==> config.mk <==
export PLATFORM = sky130hd
export DESIGN_NAME = crtn_back
export DESIGN_NICKNAME = d
export VERILOG_FILES = /design/src/rtl/crtn_pkg.sv /design/src/rtl/crtn_back.sv
export SDC_FILE = /design/constraint.sdc
export NUM_CORES = 1
export LEC_CHECK = 0
export BUFFER_PORTS_ARGS = -buffer_cell sky130_fd_sc_hd__buf_2
export CAP_MARGIN = 20
export CORE_MARGIN = 2
export CORE_UTILIZATION = 30
export CTS_CLUSTER_SIZE = 28
export DETAILED_ROUTE_END_ITERATION = 16
export GPL_TIMING_DRIVEN = 0
export HOLD_SLACK_MARGIN = 0.02
export PLACE_DENSITY_LB_ADDON = 0.15
export SYNTH_ARGS = -nofsm -noshare
export SYNTH_HDL_FRONTEND = slang
export SYNTH_SLANG_ARGS = --single-unit
==> constraint.sdc <==
create_clock -name clk -period 8.32 [get_ports clk]
set_input_delay 2.496 -clock clk [delete_from_list [all_inputs] [get_ports clk]]
set_output_delay 2.496 -clock clk [all_outputs]
set_load 0.01 [all_outputs]
==> src/rtl/crtn_pkg.sv <==
`timescale 1ns / 1ps
`default_nettype none

package crtn_pkg;

	localparam int RadicandW = 64;
	localparam int RootW     = 22;
	localparam int EstW      = 23;
	localparam int DenW      = 46;
	localparam int QuoW      = 32;
	localparam int SmallW    = 3;

	localparam logic [7:0] SEED_TABLE [64] = '{
		8'd0,   8'd54,  8'd54,  8'd54,  8'd118, 8'd118, 8'd118, 8'd118,
		8'd123, 8'd129, 8'd134, 8'd138, 8'd143, 8'd147, 8'd151, 8'd156,
		8'd157, 8'd161, 8'd164, 8'd168, 8'd170, 8'd173, 8'd176, 8'd179,
		8'd181, 8'd185, 8'd187, 8'd190, 8'd192, 8'd194, 8'd197, 8'd199,
		8'd200, 8'd202, 8'd204, 8'd206, 8'd209, 8'd211, 8'd213, 8'd215,
		8'd217, 8'd219, 8'd221, 8'd222, 8'd224, 8'd225, 8'd227, 8'd229,
		8'd231, 8'd232, 8'd234, 8'd236, 8'd237, 8'd239, 8'd240, 8'd242,
		8'd244, 8'd245, 8'd246, 8'd248, 8'd250, 8'd251, 8'd252, 8'd254
	};

	localparam logic [8:0] SMALL_ROUND = 9'd35;
	localparam logic [8:0] SEED_BIAS   = 9'd10;
	localparam logic [12:0] EXP_MUL    = 13'd84;
	localparam logic [31:0] NEWTON_MUL = 32'd341;

	typedef struct packed {
		logic [RadicandW-1:0] a;
		logic [DenW-1:0]      rem;
		logic [QuoW-1:0]      quo;
		logic [DenW-1:0]      den;
		logic [EstW-1:0]      x;
		logic                 zq;
		logic                 low_range;
		logic [SmallW-1:0]    root_small;
	} crtn_div_t;

endpackage

`default_nettype wire

==> src/rtl/crtn_back.sv <==
`timescale 1ns / 1ps
`default_nettype none

module crtn_back
	import crtn_pkg::*;
(
	input  wire logic     clk,
	input  wire logic     arst_n,
	input  wire logic     en,
	input  wire logic     in_valid,
	input  crtn_div_t     in,
	output logic          out_valid,
	output logic [RootW-1:0] root
);

	logic [QuoW-1:0]   q_c;
	logic [31:0]       prod_c;
	logic [31:0]       sum_s1;
	logic              small_s1;
	logic [SmallW-1:0] rsm_s1;
	logic [RootW-1:0]  root_s2;
	logic              v_s1, v_s2;

	assign q_c    = in.zq ? '0 : in.quo;
	assign prod_c = sum_s1 * NEWTON_MUL;

	always_ff @(posedge clk or negedge arst_n) begin
		if (!arst_n) begin
			v_s1 <= 1'b0;
			v_s2 <= 1'b0;
		end else if (en) begin
			v_s1 <= in_valid;
			v_s2 <= v_s1;
		end
	end

	always_ff @(posedge clk) begin
		if (en) begin
			sum_s1   <= {{(32-EstW-1){1'b0}}, in.x, 1'b0} + q_c;
			small_s1 <= in.low_range;
			rsm_s1   <= in.root_small;
			root_s2  <= small_s1 ? {{(RootW-SmallW){1'b0}}, rsm_s1} : prod_c[31:10];
		end
	end

	assign out_valid = v_s2;
	assign root      = root_s2;

endmodule

`default_nettype wire

==> results.tsv <==
metric	value	unit
cp-end-kind	flop	
drtAntennaViolNets	0	
placed_cell_area	8380	sq um
setup_viol	0	
drive_gt1_share	13.7	%
cts_buffers	9	
initial_utilization	30.8	%
grt_pass1_wl	26600	um
grt-ovfl-total	0	
hold_viol	0	
clk_pin_slew	0.05	ns
register_area	1790	sq um
synth_area_leader_cell	edfxtp_1	
synth_fp_nets	1178	
clock_sinks	60	
hold_start	v_s1	
grt_start_max_net_pins	33	
critPathBufInv	3	
io_buffers	85	
yosys_warnings	0	
syn_area_per_cell	9.69	sq um
post-route-drc-count	0	
synth.cell_area	7530	sq um
synthDistinctLibCells	57	
synth_common_cells	inv_1 (171), ha_1 (110), fa_1 (71)	
drtIter0Drc	161	
power_density	506	nW/um^2
rsz0062_at_grt	no	
vias	5270	
syn_inst	777	
area_growth	15.1	%
hold_buffers	0	
slew_headroom	51.5	%
multi_input_area	5040	sq um
vdd_drop_max	0.000235	V
postCtsSetupBuffers	0	
fin_crit_sh	72.1	%
grt_pass1_vias	5457	
htreeDepth	3	
clock_latency	0.34	ns
yosys.cell_count.top_type	inv_1	
die_y	162	um
nets	1275	
critPathLaunchType	primary input	
cp_slowest_stage_delay	0.44	ns
ctsResizeCount	0	
skew	0.00637	ns
critical-path-top-delay-family	compound AO/OA/AOI/OAI gates	
worst_path_max_delay_cell	a221o_2	
cts_tree	yes	
dieArea	26400	sq um
coreArea	24500	sq um
grtUsageTotal	12.5	%
fill_cells	2520	
first_pass_iters	4	
async_flop_share	3.33	%
critPathKind	primary input to flop	
crit_path_cell_trace	clkbuf_1 > clkbuf_1 > nor2b_1 > ha_1 > inv_1 > fa_1 > nor2b_4 > o31ai_2 > a31oi_1 > a221o_2 > o41ai_4 > o211a_1 > nor4_1 > mux2_2	
maxSlewViolCount	0	
drv_cap	0	
finalCriticalPeriod	6.00	ns
routedWlPerCell	12.7	um
yosysSeqAreaShare	23.8	%
leakagePower	4.21	nW
rr_startpoint	sum_s1[1]	
hpwlAfterDp	13300	um
worstPathRequired	8.41	ns
crit_fanout	10	
dieWidth	162	um
synth_area_leaders	edfxtp_1 (23%), fa_1 (19%), ha_1 (18%), inv_1 (8.5%), xnor2_1 (3.1%)	
rows	57	
globalplace.congestion	0.814	
cpMostUsedCell	clkbuf_1	
synth-edff-count	58	
hp-class	flop to flop	
synth_top_area_share	23.1	%
cts_root_buf	clkbuf_16	
tightest_slew	0.728	ns
synthFlopType	edfxtp_1	
synth-seq-cells	60	
final_area	8670	sq um
worstPathArrival	6.09	ns
diodes	0	
status	completed	
ios	243	
wl	15300	um
crit_start	in[4]	
fmax	0.167	GHz
vias_per_cell	4.38	
clk_path_buf_depth	2	
tns	0	ns
antenna_found_initial	0	
-- power breakdown --
group          total (mW)  internal (mW)  switching, mW  leakage [nW]
sequential          0.540          0.507         0.0336         0.600
clock               0.361          0.230          0.132         0.139
combinational        3.49           1.49           1.99          3.47
total                4.39           2.23           2.16          4.21
-- placed cells by master (no fill, tap or decap), types with 8 or more instances in the layout --
cell | Yosys | routed
nand3_1 | 10 | 10
a21o_1 | 20 | 20
nand4_1 | 8 | 8
inv_1 | 171 | 171
o21a_1 | 9 | 9
clkbuf_16 | 0 | 9
nor3_1 | 15 | 15
ha_1 | 110 | 110
xor2_1 | 16 | 16
a21oi_1 | 37 | 37
nand2_1 | 25 | 25
xnor2_1 | 27 | 27
buf_2 | 0 | 85
fa_1 | 71 | 71
nor2_1 | 38 | 38
edfxtp_1 | 58 | 58
o21ai_0 | 28 | 28
clkbuf_1 | 15 | 17
nor2b_1 | 31 | 31
-- area by class of cell --
cell class                 count  area share, %
clock buffer                  11           2.69
timing repair buffer          86           5.14
clock inverter                 5          0.606
sequential                    60           20.7
buffer                        16          0.693
multi-input combinational    530           58.1
tap                          324           4.68
inverter                     171           7.41
-- worst paths after layout --
path                              end  slack [ns]  cells after the start
max                        sum_s1[31]        2.32                     14
min                              v_s1        0.50                      1
max reg2reg                  root[15]        3.43                     15
min reg2reg                      v_s1        0.50                      1
max in group asynchronous   out_valid        6.30                      1
min in group asynchronous        v_s1        1.93                      1
-- metal layers --
| metal | up-vias | part of all wire, % | track usage (%) | wire [um] |
|---|---|---|---|---|
| li1 | 2784 | - | - | - |
| met1 | 2381 | 53 | 18.3 | 8160 |
| met2 | 89 | 42 | 19.0 | 6390 |
| met3 | 16 | 3.2 | 1.53 | 495 |
| met4 | 0 | 1.5 | 4.55 | 235 |
| met5 | - | 0 | 0 | 0 |
-- per-stage QoR --
| step | worst slack (ns) | power [mW] | util, % | hold slack, ns | cells |
|---|---|---|---|---|---|
| 2_1_floorplan | 2.77 | 3.27 | - | 0.475 | 777 |
| 3_3_place_gp | 1.85 | 4.05 | 34.2 | 0.486 | 1186 |
| 3_5_place_dp | 1.88 | 4.05 | 34.3 | 0.492 | 1187 |
| 4_1_cts | 2.22 | 4.45 | 35.4 | 0.504 | 1203 |
| 5_1_grt | 1.85 | 5.04 | 35.4 | 0.530 | 1203 |
| 6_report | 2.32 | 4.39 | 35.4 | 0.502 | 1203 |
-- worst register-to-register path, delay by kind of cell, from the launching register on --
kind / cells / cell delay (ns)
and+or+nand+nor: 3 / 0.92
DFF: 1 / 0.42
AOI/OAI and AO/OA: 5 / 1.12
adders and majority gates: 5 / 2.01
buffers and inverters: 2 / 0.16
-- kinds of logic (layout without fill, tap and decap cells) --
kind of cell               Yosys count  in the layout  synth area share [%]
adders and majority gates          181            181                  37.1
DFF                                 60             60                  23.8
and+or+nand+nor                    157            157                  10.9
muxes                                7              7                  1.05
AOI/OAI and AO/OA                  142            142                  12.8
xor gates and xnor gates            43             43                  5.00
buffers and inverters              187            289                  9.32
-- sequential cells by signal, indices dropped and copies added (netlist names) --
name / flops
v_s1: 1
root: 22
sum_s1: 32
small_s1: 1
rsm_s1: 3
out_valid: 1
No activity file was read; power rests on OpenSTA's default activity.
