`src/rtl/crtn_pkg.sv`:
```
`timescale 1ns / 1ps
`default_nettype none

package crtn_pkg;

	localparam int RadicandW = 64;
	localparam int RootW     = 22;
	localparam int EstW      = 23;
	localparam int DenW      = 46;
	localparam int QuoW      = 32;
	localparam int SmallW    = 3;

	localparam logic [7:0] SEED_TABLE [64] = '{
		8'd0,   8'd54,  8'd54,  8'd54,  8'd118, 8'd118, 8'd118, 8'd118,
		8'd123, 8'd129, 8'd134, 8'd138, 8'd143, 8'd147, 8'd151, 8'd156,
		8'd157, 8'd161, 8'd164, 8'd168, 8'd170, 8'd173, 8'd176, 8'd179,
		8'd181, 8'd185, 8'd187, 8'd190, 8'd192, 8'd194, 8'd197, 8'd199,
		8'd200, 8'd202, 8'd204, 8'd206, 8'd209, 8'd211, 8'd213, 8'd215,
		8'd217, 8'd219, 8'd221, 8'd222, 8'd224, 8'd225, 8'd227, 8'd229,
		8'd231, 8'd232, 8'd234, 8'd236, 8'd237, 8'd239, 8'd240, 8'd242,
		8'd244, 8'd245, 8'd246, 8'd248, 8'd250, 8'd251, 8'd252, 8'd254
	};

	localparam logic [8:0] SMALL_ROUND = 9'd35;
	localparam logic [8:0] SEED_BIAS   = 9'd10;
	localparam logic [12:0] EXP_MUL    = 13'd84;
	localparam logic [31:0] NEWTON_MUL = 32'd341;

	typedef struct packed {
		logic [RadicandW-1:0] a;
		logic [DenW-1:0]      rem;
		logic [QuoW-1:0]      quo;
		logic [DenW-1:0]      den;
		logic [EstW-1:0]      x;
		logic                 zq;
		logic                 low_range;
		logic [SmallW-1:0]    root_small;
	} crtn_div_t;

endpackage

`default_nettype wire

```
`src/rtl/crtn_div_step.sv`:
```
`timescale 1ns / 1ps
`default_nettype none

module crtn_div_step
	import crtn_pkg::*;
(
	input  wire logic      clk,
	input  wire logic      arst_n,
	input  wire logic      en,
	input  wire logic      in_valid,
	input  crtn_div_t      in,
	output logic           out_valid,
	output crtn_div_t      out
);

	logic [DenW:0] trial_c;
	logic [DenW:0] diff_c;
	logic          fits_c;
	crtn_div_t     next_c;
	logic          v_s1;
	crtn_div_t     d_s1;

	always_comb begin
		trial_c = {in.rem, in.a[RadicandW-1]};
		diff_c  = trial_c - {1'b0, in.den};
		fits_c  = (trial_c >= {1'b0, in.den});
		next_c  = in;
		next_c.a   = {in.a[RadicandW-2:0], 1'b0};
		next_c.rem = fits_c ? diff_c[DenW-1:0] : trial_c[DenW-1:0];
		next_c.quo = {in.quo[QuoW-2:0], fits_c};
	end

	always_ff @(posedge clk or negedge arst_n) begin
		if (!arst_n) begin
			v_s1 <= 1'b0;
		end else if (en) begin
			v_s1 <= in_valid;
		end
	end

	always_ff @(posedge clk) begin
		if (en) begin
			d_s1 <= next_c;
		end
	end

	assign out_valid = v_s1;
	assign out       = d_s1;

endmodule

`default_nettype wire

```
`config.mk`:
```
export PLATFORM = sky130hd
export DESIGN_NAME = crtn_div_step
export DESIGN_NICKNAME = d
export VERILOG_FILES = /design/src/rtl/crtn_pkg.sv /design/src/rtl/crtn_div_step.sv
export SDC_FILE = /design/constraint.sdc
export NUM_CORES = 1
export LEC_CHECK = 0
export BUFFER_PORTS_ARGS = -buffer_cell sky130_fd_sc_hd__clkbuf_2
export CAP_MARGIN = 20
export CORE_AREA = 2 2 169 171
export DETAILED_ROUTE_END_ITERATION = 10
export DIE_AREA = 0 0 171 173
export GPL_TIMING_DRIVEN = 0
export PLACE_DENSITY = 0.67
export SETUP_SLACK_MARGIN = 0.4
export SLEW_MARGIN = 20
export SYNTH_ARGS = -nofsm -noshare
export SYNTH_HDL_FRONTEND = slang
export SYNTH_SLANG_ARGS = --single-unit
```
`constraint.sdc`:
```
create_clock -name clk -period 1.19 [get_ports clk]
set_input_delay 0 -clock clk [delete_from_list [all_inputs] [get_ports clk]]
set_output_delay 0 -clock clk [all_outputs]
set_load 0.03 [all_outputs]
```
==> flow_metrics.py <==
metrics = {
    "placed_design": {
        "pre_cts_slack_ps": -2080,
        "gp_congestion": 0.835,
        "dp_hpwl_mm": 25.8,
        "port_buffers": 434,
        "placed_area_um2": 13100,
    },
    "power": {
        "intPower_mw": 18.2,
        "power_leakage_nw": 8.17,
        "power_density_nw_per_um2": 1370,
        "netSwitchingFraction": 0.300,
        "combPwrFrac": 0.304,
        "fin_total_pwr_mw": 26.1,
        "power_frac_clock": 0.318,
        "p_seq_frac": 0.378,
        "irDropWorstVdd_mv": 1.11,
        "switchingPower_mw": 7.82,
    },
    "critical_path": {
        "r2r_cells": 1,
        "slowest_delay_ps": 360,
        "path_delay_family": "compound AO/OA/AOI/OAI gates",
        "r2r_setup_slack_ps": 390,
        "crit_required_ps": 1470,
        "worst-path-max-fanout": 6,
        "cp_cell_sequence": "clkbuf_16, inv_12, ha_4, nand2b_4, a211o_1, a311o_1, a21oi_4, nor2_4, o41ai_4, and4_4, nor2_8, clkinv_8, clkbuf_16, mux2_4",
        "cp_num_buf_inv": 4,
        "start_kind": "primary input",
        "cp-end-kind": "flip-flop",
        "crit_arrival_ps": 2680,
        "r2r_end": "out_valid",
        "crit_slowest_cell": "a311o_1",
        "r2r_start": "out_valid",
        "cp_common_cell": "clkbuf_16",
        "worstSetupPathType": "in2reg",
    },
    "cells_and_area": {
        "drive_above_1_share": 0.451,
        "final_common_cell": "buf_8",
        "syn_to_final_growth_pct": 86.3,
        "final_util": 0.687,
        "fillers": 1869,
        "final_area_um2": 19000,
        "multi_input_area_um2": 3740,
        "regArea_um2": 6480,
        "layout.nets": 1701,
        "most-common-layout-cells": "219 x buf_8, 217 x clkbuf_2, 215 x dlygate4sd3_1, 215 x edfxtp_1, 51 x inv_1",
    },
    "sta": {
        "max_freq_ghz": 0.416,
        "tns_ps": -55000,
        "worst_slack_ps": -1220,
        "whs_ps": -305,
        "hold_violations": 35,
        "relSlewSlack": 0.570,
        "fin_crit_ps": 2410,
        "maxSlewViolCount": 0,
        "worst_pin_slew_ps": 638,
        "post-route-period-util": 2.02,
        "rsz0062_at_grt": "true",
        "clock_skew_ps": 0,
        "setup-violations-final": 48,
    },
    "cts": {
        "cts_inserted_buffers": 26,
        "cts_buffer_depth": 3,
        "clkTransAtPathRegs_ps": 60,
        "clkSinkCount": 216,
        "cts_tree": "built",
        "cts_root_buf": "clkbuf_16",
        "clk_latency_ps": 520,
        "htree_levels": 1,
    },
    "detailed_routing": {
        "drt_wl_total_mm": 44.2,
        "drc_errors": 0,
        "post_drt_wl_per_cell_um": 24.1,
        "postRouteAntennaNets": 0,
        "drtPass1Iterations": 7,
        "via_count": 9386,
        "viasPerCell": 5.12,
        "drt_iter0_markers": 737,
    },
    "logic_synthesis": {
        "ys_async_sr_fraction": 0.00463,
        "synth_area_leaders": "edfxtp_1 63%, ha_1 5.7%, mux2_4 3.7%",
        "synth_nets": 989,
        "synthCells": 722,
        "netlist_area_um2": 10200,
        "seq_area_frac_synth": 0.637,
        "synthDistinctLibCells": 72,
        "yosysTopAreaCell": "edfxtp_1",
        "ys_warn_count": 0,
        "synth_ff_type": "edfxtp_1",
        "ys_seq_elements": 216,
        "synth_edf_count": 215,
        "netlist.area_leader.share": 0.634,
        "synth.avg_cell_area_um2": 14.1,
    },
    "hold_path": {
        "holdPathEnd": "out[28]",
        "worstHoldPathCells": 1,
        "hold_class": "in2reg",
        "hp-start": "in[28]",
    },
    "floorplan": {
        "dieArea_um2": 29600,
        "die_w_um": 171,
        "core_area_um2": 27600,
        "ios": 437,
        "fp.dieH_um": 173,
        "rows": 61,
        "start_util": 0.369,
    },
    "global_routing": {
        "grt_first_pass_wirelength_mm": 59.8,
        "antenna_found_initial": 6,
        "track_usage": 0.269,
        "grt_pass1_vias": 9556,
        "grt_overflow": 0,
        "grt_max_degree": 98,
    },
    "outcome": {
        "status": "finished with violations",
        "violations": "negative hold slack, negative setup slack",
    },
    "flow_run": {
        "max_cap_violations": 0,
    },
}
[flip-flops by register name (all words and copies together) (netlist names)]
name	count
out	215
out_valid	1
[what timing repair did]
action                                  4_1_cts  5_1_grt
endpoints found under the hold margin       249       36
gates resized for setup                     470      277
hold buffers                                214        1
pin swaps                                    11       23
gates cloned                                  2        1
endpoints found under the setup margin      263      263
buffers inserted                             16       14
[per-layer routing]
| layer | wire length [µm] | global-route usage | vias up | part of all wire |
|---|---|---|---|---|
| li1 | - | - | 4157 | - |
| met3 | 3990 | 0.0785 | 137 | 0.090 |
| met1 | 15900 | 0.306 | 4575 | 0.36 |
| met4 | 2720 | 0.129 | 4 | 0.062 |
| met2 | 21600 | 0.461 | 513 | 0.49 |
| met5 | 23 | 0 | - | 0.00052 |
[cell families (layout without fill, tap and decap cells)]
family | Yosys count | count (layout) | synth area share
compound gates | 171 | 171 | 0.110
xor+xnor | 39 | 39 | 0.0335
fa+ha+maj | 47 | 47 | 0.0585
buf+inv | 82 | 809 | 0.0449
flops | 216 | 216 | 0.637
mux | 33 | 33 | 0.0455
other cells | 1 | 7 | 0.000368
simple gates | 133 | 133 | 0.0705
[cell type report]
class,instances,share of cell area
Buffer,24,0.0130
Clock buffer,30,0.0362
Inverter,58,0.0128
Antenna cell,6,0.000792
Clock inverter,13,0.00950
Timing Repair Buffer,684,0.364
Multi-Input combinational cell,424,0.197
Tap cell,378,0.0249
Sequential cell,216,0.342
[synth_stat cells (6+ instances only)]
master	count
a21o_1	24
a21oi_1	58
clkbuf_1	7
edfxtp_1	215
ha_1	46
inv_1	56
mux2_2	6
mux2_4	25
nand2_1	38
nand3_1	20
nand4_1	11
nor2_1	21
nor3_1	6
o211ai_1	7
o21ai_0	28
o21bai_1	6
o31ai_1	6
xnor2_1	26
xor2_1	13
[per-stage QoR]
stage	cells	hold WS, ps
finish	1833	-305
global route	1830	-316
detailed placement	1536	-217
global placement	1534	-217
CTS	1811	-326
floorplan	722	-296
[power groups by stage]
stage	Clock, mW	Combinational (mW)	Sequential, mW
4_1_cts	8.30	7.19	9.59
3_3_place_gp	0	5.27	9.67
3_5_place_dp	0	5.33	9.62
2_1_floorplan	0	1.96	11.1
6_report	8.29	7.92	9.84
5_1_grt	8.73	8.26	9.89
[how the worst max path moves through the flow]
stage                        from   endpoint  slack (ps)  depth (start not counted)
after floorplan            in[29]   out[114]       -1390                         13
after global placement         en  out_valid       -3440                          2
after detailed placement   in[29]   out[120]       -2080                         14
after CTS                  in[29]   out[135]       -1360                         14
after global routing      in[215]   out[144]       -1260                         15
final                      in[29]   out[130]       -1220                         14
Note: power is estimated with default switching activity, not from simulation.
