--- config.mk ---
export PLATFORM = sky130hd
export DESIGN_NAME = crtn_front
export DESIGN_NICKNAME = d
export VERILOG_FILES = /design/src/rtl/crtn_pkg.sv /design/src/rtl/crtn_front.sv
export SDC_FILE = /design/constraint.sdc
export NUM_CORES = 2
export LEC_CHECK = 0
export ABC_AREA = 1
export BUFFER_PORTS_ARGS = -buffer_cell sky130_fd_sc_hd__buf_2
export CAP_MARGIN = 25
export CELL_PAD_IN_SITES_DETAIL_PLACEMENT = 1
export CELL_PAD_IN_SITES_GLOBAL_PLACEMENT = 1
export CORE_ASPECT_RATIO = 1.75
export CORE_MARGIN = 4
export CORE_UTILIZATION = 49
export CTS_BUF_LIST = sky130_fd_sc_hd__clkbuf_2
export DETAILED_ROUTE_END_ITERATION = 7
export PLACE_DENSITY = 0.87
export SLEW_MARGIN = 10
export SYNTH_ARGS = -nofsm -noshare
export SYNTH_HDL_FRONTEND = slang
export SYNTH_SLANG_ARGS = --single-unit
--- constraint.sdc ---
create_clock -name clk -period 10.1 [get_ports clk]
set_input_delay 2.02 -clock clk [delete_from_list [all_inputs] [get_ports clk]]
set_output_delay 2.02 -clock clk [all_outputs]
set_load 0.01 [all_outputs]
--- src/rtl/crtn_pkg.sv ---
`timescale 1ns / 1ps
`default_nettype none

package crtn_pkg;

	localparam int RadicandW = 64;
	localparam int RootW     = 22;
	localparam int EstW      = 23;
	localparam int DenW      = 46;
	localparam int QuoW      = 32;
	localparam int SmallW    = 3;

	localparam logic [7:0] SEED_TABLE [64] = '{
		8'd0,   8'd54,  8'd54,  8'd54,  8'd118, 8'd118, 8'd118, 8'd118,
		8'd123, 8'd129, 8'd134, 8'd138, 8'd143, 8'd147, 8'd151, 8'd156,
		8'd157, 8'd161, 8'd164, 8'd168, 8'd170, 8'd173, 8'd176, 8'd179,
		8'd181, 8'd185, 8'd187, 8'd190, 8'd192, 8'd194, 8'd197, 8'd199,
		8'd200, 8'd202, 8'd204, 8'd206, 8'd209, 8'd211, 8'd213, 8'd215,
		8'd217, 8'd219, 8'd221, 8'd222, 8'd224, 8'd225, 8'd227, 8'd229,
		8'd231, 8'd232, 8'd234, 8'd236, 8'd237, 8'd239, 8'd240, 8'd242,
		8'd244, 8'd245, 8'd246, 8'd248, 8'd250, 8'd251, 8'd252, 8'd254
	};

	localparam logic [8:0] SMALL_ROUND = 9'd35;
	localparam logic [8:0] SEED_BIAS   = 9'd10;
	localparam logic [12:0] EXP_MUL    = 13'd84;
	localparam logic [31:0] NEWTON_MUL = 32'd341;

	typedef struct packed {
		logic [RadicandW-1:0] a;
		logic [DenW-1:0]      rem;
		logic [QuoW-1:0]      quo;
		logic [DenW-1:0]      den;
		logic [EstW-1:0]      x;
		logic                 zq;
		logic                 low_range;
		logic [SmallW-1:0]    root_small;
	} crtn_div_t;

endpackage

`default_nettype wire

--- src/rtl/crtn_front.sv ---
`timescale 1ns / 1ps
`default_nettype none

module crtn_front
	import crtn_pkg::*;
(
	input  wire logic                 clk,
	input  wire logic                 arst_n,
	input  wire logic                 en,
	input  wire logic                 in_valid,
	input  wire logic [RadicandW-1:0] radicand,
	output logic                      out_valid,
	output crtn_div_t                 out
);

	logic [RadicandW-1:0] a_s1, a_s2, a_s3, a_s4;
	logic [6:0]           b_s1;
	logic                 small_s1, small_s2, small_s3, small_s4;
	logic [SmallW-1:0]    rsm_s1, rsm_s2, rsm_s3, rsm_s4;
	logic [5:0]           idx_s2;
	logic [4:0]           e_s2;
	logic [EstW-1:0]      x_s3, x_s4;
	logic [DenW-1:0]      den_s4;
	logic                 zq_s4;
	logic                 v_s1, v_s2, v_s3, v_s4;

	logic [6:0]           b_c;
	logic [8:0]           rsm_sum_c;
	logic [12:0]          eprod_c;
	logic [4:0]           e_c;
	logic [6:0]           sh_c;
	logic [RadicandW-1:0] shifted_c;
	logic [8:0]           seed_c;
	logic [28:0]          est_c;
	logic [EstW-1:0]      xm1_c;

	always_comb begin
		b_c = 7'd0;
		for (int i = 0; i < RadicandW; i++) begin
			if (radicand[i]) begin
				b_c = 7'(i + 1);
			end
		end
		rsm_sum_c = {1'b0, SEED_TABLE[radicand[5:0]]} + SMALL_ROUND;
	end

	always_comb begin
		eprod_c   = {6'd0, b_s1} * EXP_MUL;
		e_c       = eprod_c[12:8] - 5'd1;
		sh_c      = {2'd0, e_c} * 7'd3;
		shifted_c = a_s1 >> sh_c;
	end

	always_comb begin
		seed_c = {1'b0, SEED_TABLE[idx_s2]} + SEED_BIAS;
		est_c  = {20'd0, seed_c} << e_s2;
	end

	assign xm1_c = x_s3 - EstW'(1);

	always_ff @(posedge clk or negedge arst_n) begin
		if (!arst_n) begin
			v_s1 <= 1'b0;
			v_s2 <= 1'b0;
			v_s3 <= 1'b0;
			v_s4 <= 1'b0;
		end else if (en) begin
			v_s1 <= in_valid;
			v_s2 <= v_s1;
			v_s3 <= v_s2;
			v_s4 <= v_s3;
		end
	end

	always_ff @(posedge clk) begin
		if (en) begin
			a_s1     <= radicand;
			b_s1     <= b_c;
			small_s1 <= (radicand[RadicandW-1:6] == '0);
			rsm_s1   <= rsm_sum_c[8:6];

			a_s2     <= a_s1;
			small_s2 <= small_s1;
			rsm_s2   <= rsm_s1;
			e_s2     <= e_c;
			idx_s2   <= shifted_c[5:0];

			a_s3     <= a_s2;
			small_s3 <= small_s2;
			rsm_s3   <= rsm_s2;
			x_s3     <= est_c[28:6];

			a_s4     <= a_s3;
			small_s4 <= small_s3;
			rsm_s4   <= rsm_s3;
			x_s4     <= x_s3;
			den_s4   <= {{(DenW-EstW){1'b0}}, x_s3} * {{(DenW-EstW){1'b0}}, xm1_c};
			zq_s4    <= (x_s3 <= EstW'(1));
		end
	end

	always_comb begin
		out_valid      = v_s4;
		out.a          = a_s4;
		out.rem        = '0;
		out.quo        = '0;
		out.den        = den_s4;
		out.x          = x_s4;
		out.zq         = zq_s4;
		out.low_range  = small_s4;
		out.root_small = rsm_s4;
	end

endmodule

`default_nettype wire

==> run metrics <==
worst path required time=11.11 ns; commonest non-fill, non-tap cells in the layout=nand2_1, inv_1, fa_1; Tmin final=9.62 ns; min-delay src=a_s3[44]$_DFFE_PP_; max-slew violation count=0; hold_buf cts=0; dominant cells by area after synthesis=edfxtp_1, fa_1, ha_1; Least-Margin Pin Slew=1.06 ns; CTS root buffer=clkbuf_2; first-pass GRT wire length=169 mm; IO Pins=285; vias in the first global route=30600; Syn-to-layout area delta=8.94%; dpl cells=4599; Fin. Hold Viols=0; period utilisation layout=95.3%; Starting DRT DRC Count=1513; maximum root-to-sink buffer count=3; share of layout cells above drive strength 1=12.4%; Core Area=0.0695 mm2; initial antenna violation count=4; Final Skew=0.106 ns; Unique masters post-synth=49; cell taking the most area after synthesis=edfxtp_1; DR vias/cell=5.54; port buffer count=205; setup ws final=0.479 ns; Worst slew margin=29.4%; Cell Area, Synth=0.0343 mm2; share of Yosys cell area claimed by the top area cell type=33.4%; total number of vias=26500; Die Y=358 um; Critical Path Start=x_s3[1]$_SDFFCE_PP0P_; GRT Util Overall=29.9%; CP arrival=10.63 ns; pin count of the biggest net entering global routing=163; register bit total from synthesis=386; CP max stage delay=0.55 ns; Worst Setup End Kind=flip-flop; startpoint types=flip-flop; H-tree Lvls=3; routability cong.=0.990; TritonCTS clock tree=done; Hold Path Class=reg -> reg; dpl hpwl=88.6 mm; CTS Buf Count=88; Non-Filler Instances=4780; final net count=4545; Seq/Total Area, Yosys=33.7%; drt pass-1 iters=6; Reg clk slew, reported paths=0.14 ns; # setup viols final=0; reg2reg start=x_s3[1]$_SDFFCE_PP0P_; DP Worst Slack=0.164 ns; Worst-Skew Late Latency=1.27 ns; max-cap viol count=0; Post-DRT Antenna Nets=0; clock sinks=386; die width=208 um; worst hold margin=0.390 ns; die area=0.0745 mm2; post-DR wirelength/cell=23.4 um; Site Rows=128; DRC errors left=0; post-synthesis instance total=3544; status=complete, no violations; final WL=112 mm; asr flop ratio synth=1.04%; Yosys warning total=0; grt ovf=0; Avg Inst Size Synth=9.69 um2; starting density of the core=49.4%; number of flops mapped to enable cells by yosys=382; ys flop type=edfxtp_1; Setup CP Type=reg -> reg; Worst path slowest cell=fa_1; fillcell total=8052; CP max FO=6; fmax=0.104 GHz; most common cell after layout, fill and taps aside=nand2_1
## registers in the layout (all words and copies together) (netlist names), 3 cells and up
name    cells
a_s1       64
e_s2        5
a_s3       64
rsm_s1      3
rsm_s2      3
rsm_s3      3
x_s3       23
rsm_s4      3
x_s4       23
a_s4       64
b_s1        7
idx_s2      6
a_s2       64
den_s4     45
## area by class of cell
cell class | count | area (um2) | share of cell area, %
Antenna cell | 5 | 12.5 | 0.0334
Sequential cell | 386 | 11600 | 30.9
Multi-Input combinational cell | 2287 | 19200 | 51.4
Inverter | 736 | 2800 | 7.48
Clock inverter | 42 | 312 | 0.833
Tap cell | 910 | 1140 | 3.04
Timing Repair Buffer | 302 | 1800 | 4.80
Clock buffer | 112 | 561 | 1.50
## cells by family after synthesis
group                      count (synthesis)  share of synthesized area (%)
xor gates and xnor gates                  62                           1.58
buffers and inverters                    949                           11.3
AOI/OAI and AO/OA                        340                           5.86
DFF                                      386                           33.7
other                                      1                         0.0109
adders and majority gates                676                           34.3
and+or+nand+nor                         1107                           12.7
muxes                                     23                          0.670
## worst max-delay path, delay by kind of cell, from the launching register on
family	cells	cell delay [ns]
and+or+nand+nor	17	2.16
buffers and inverters	12	1.35
adders and majority gates	9	4.09
xor gates and xnor gates	1	0.14
AOI/OAI and AO/OA	8	1.18
DFF	1	0.47
## path summary, 6_finish.rpt
check,slack [ns],end,depth (start not counted)
min in group asynchronous,0.56,out_valid$_DFFE_PN0P_,1
max reg2reg,0.48,den_s4[44]$_DFFE_PP_,47
min,0.39,a_s4[44]$_DFFE_PP_,0
max in group asynchronous,9.43,v_s2$_DFFE_PN0P_,1
min reg2reg,0.39,a_s4[44]$_DFFE_PP_,0
max,0.48,den_s4[44]$_DFFE_PP_,47
## layer usage
| layer | global-route usage, % | share of wire, % | up-vias |
|---|---|---|---|
| met3 | 6.34 | 6.0 | 578 |
| met4 | 23.8 | 9.8 | 0 |
| met5 | 0 | 0 | - |
| li1 | - | - | 11500 |
| met2 | 57.5 | 55 | 1226 |
| met1 | 26.4 | 29 | 13200 |
## stage by stage
stage	util (%)	TNS, ns	cell area (um2)
after detailed placement	52.2	0	36300
after global routing	53.8	-0.0123	37400
after global placement	52.2	0	36300
final	53.8	0	37400
after floorplan	-	0	34600
after CTS	53.5	0	37200
## synthesized netlist by cell type (4+ instances only)
cell type and n:
xnor2_1 20, o2111ai_1 7, buf_1 21, buf_4 81
nand3_1 85, nand2_1 748, o221ai_1 9, o31ai_1 4
a31oi_1 9, nand2_2 6, edfxtp_1 382, clkbuf_1 110
fa_1 440, or2_2 5, inv_2 6, a21oi_1 88
xor2_1 42, dfrtp_1 4, o22ai_1 11, ha_1 236
o211ai_1 24, nor4_1 8, inv_1 712, nor3_1 7
nor2_1 238, o21ai_0 151, nand4_1 7, a21oi_2 9
clkinv_1 18, mux2i_1 23
## timing repair
action | CTS | global route
endpoints found under the setup margin | 0 | 6
resized for setup | 0 | 12
buffers inserted | 0 | 22
Power is not shown: default switching activity piles up to over one toggle a cycle in this logic, so the estimate is an artifact.
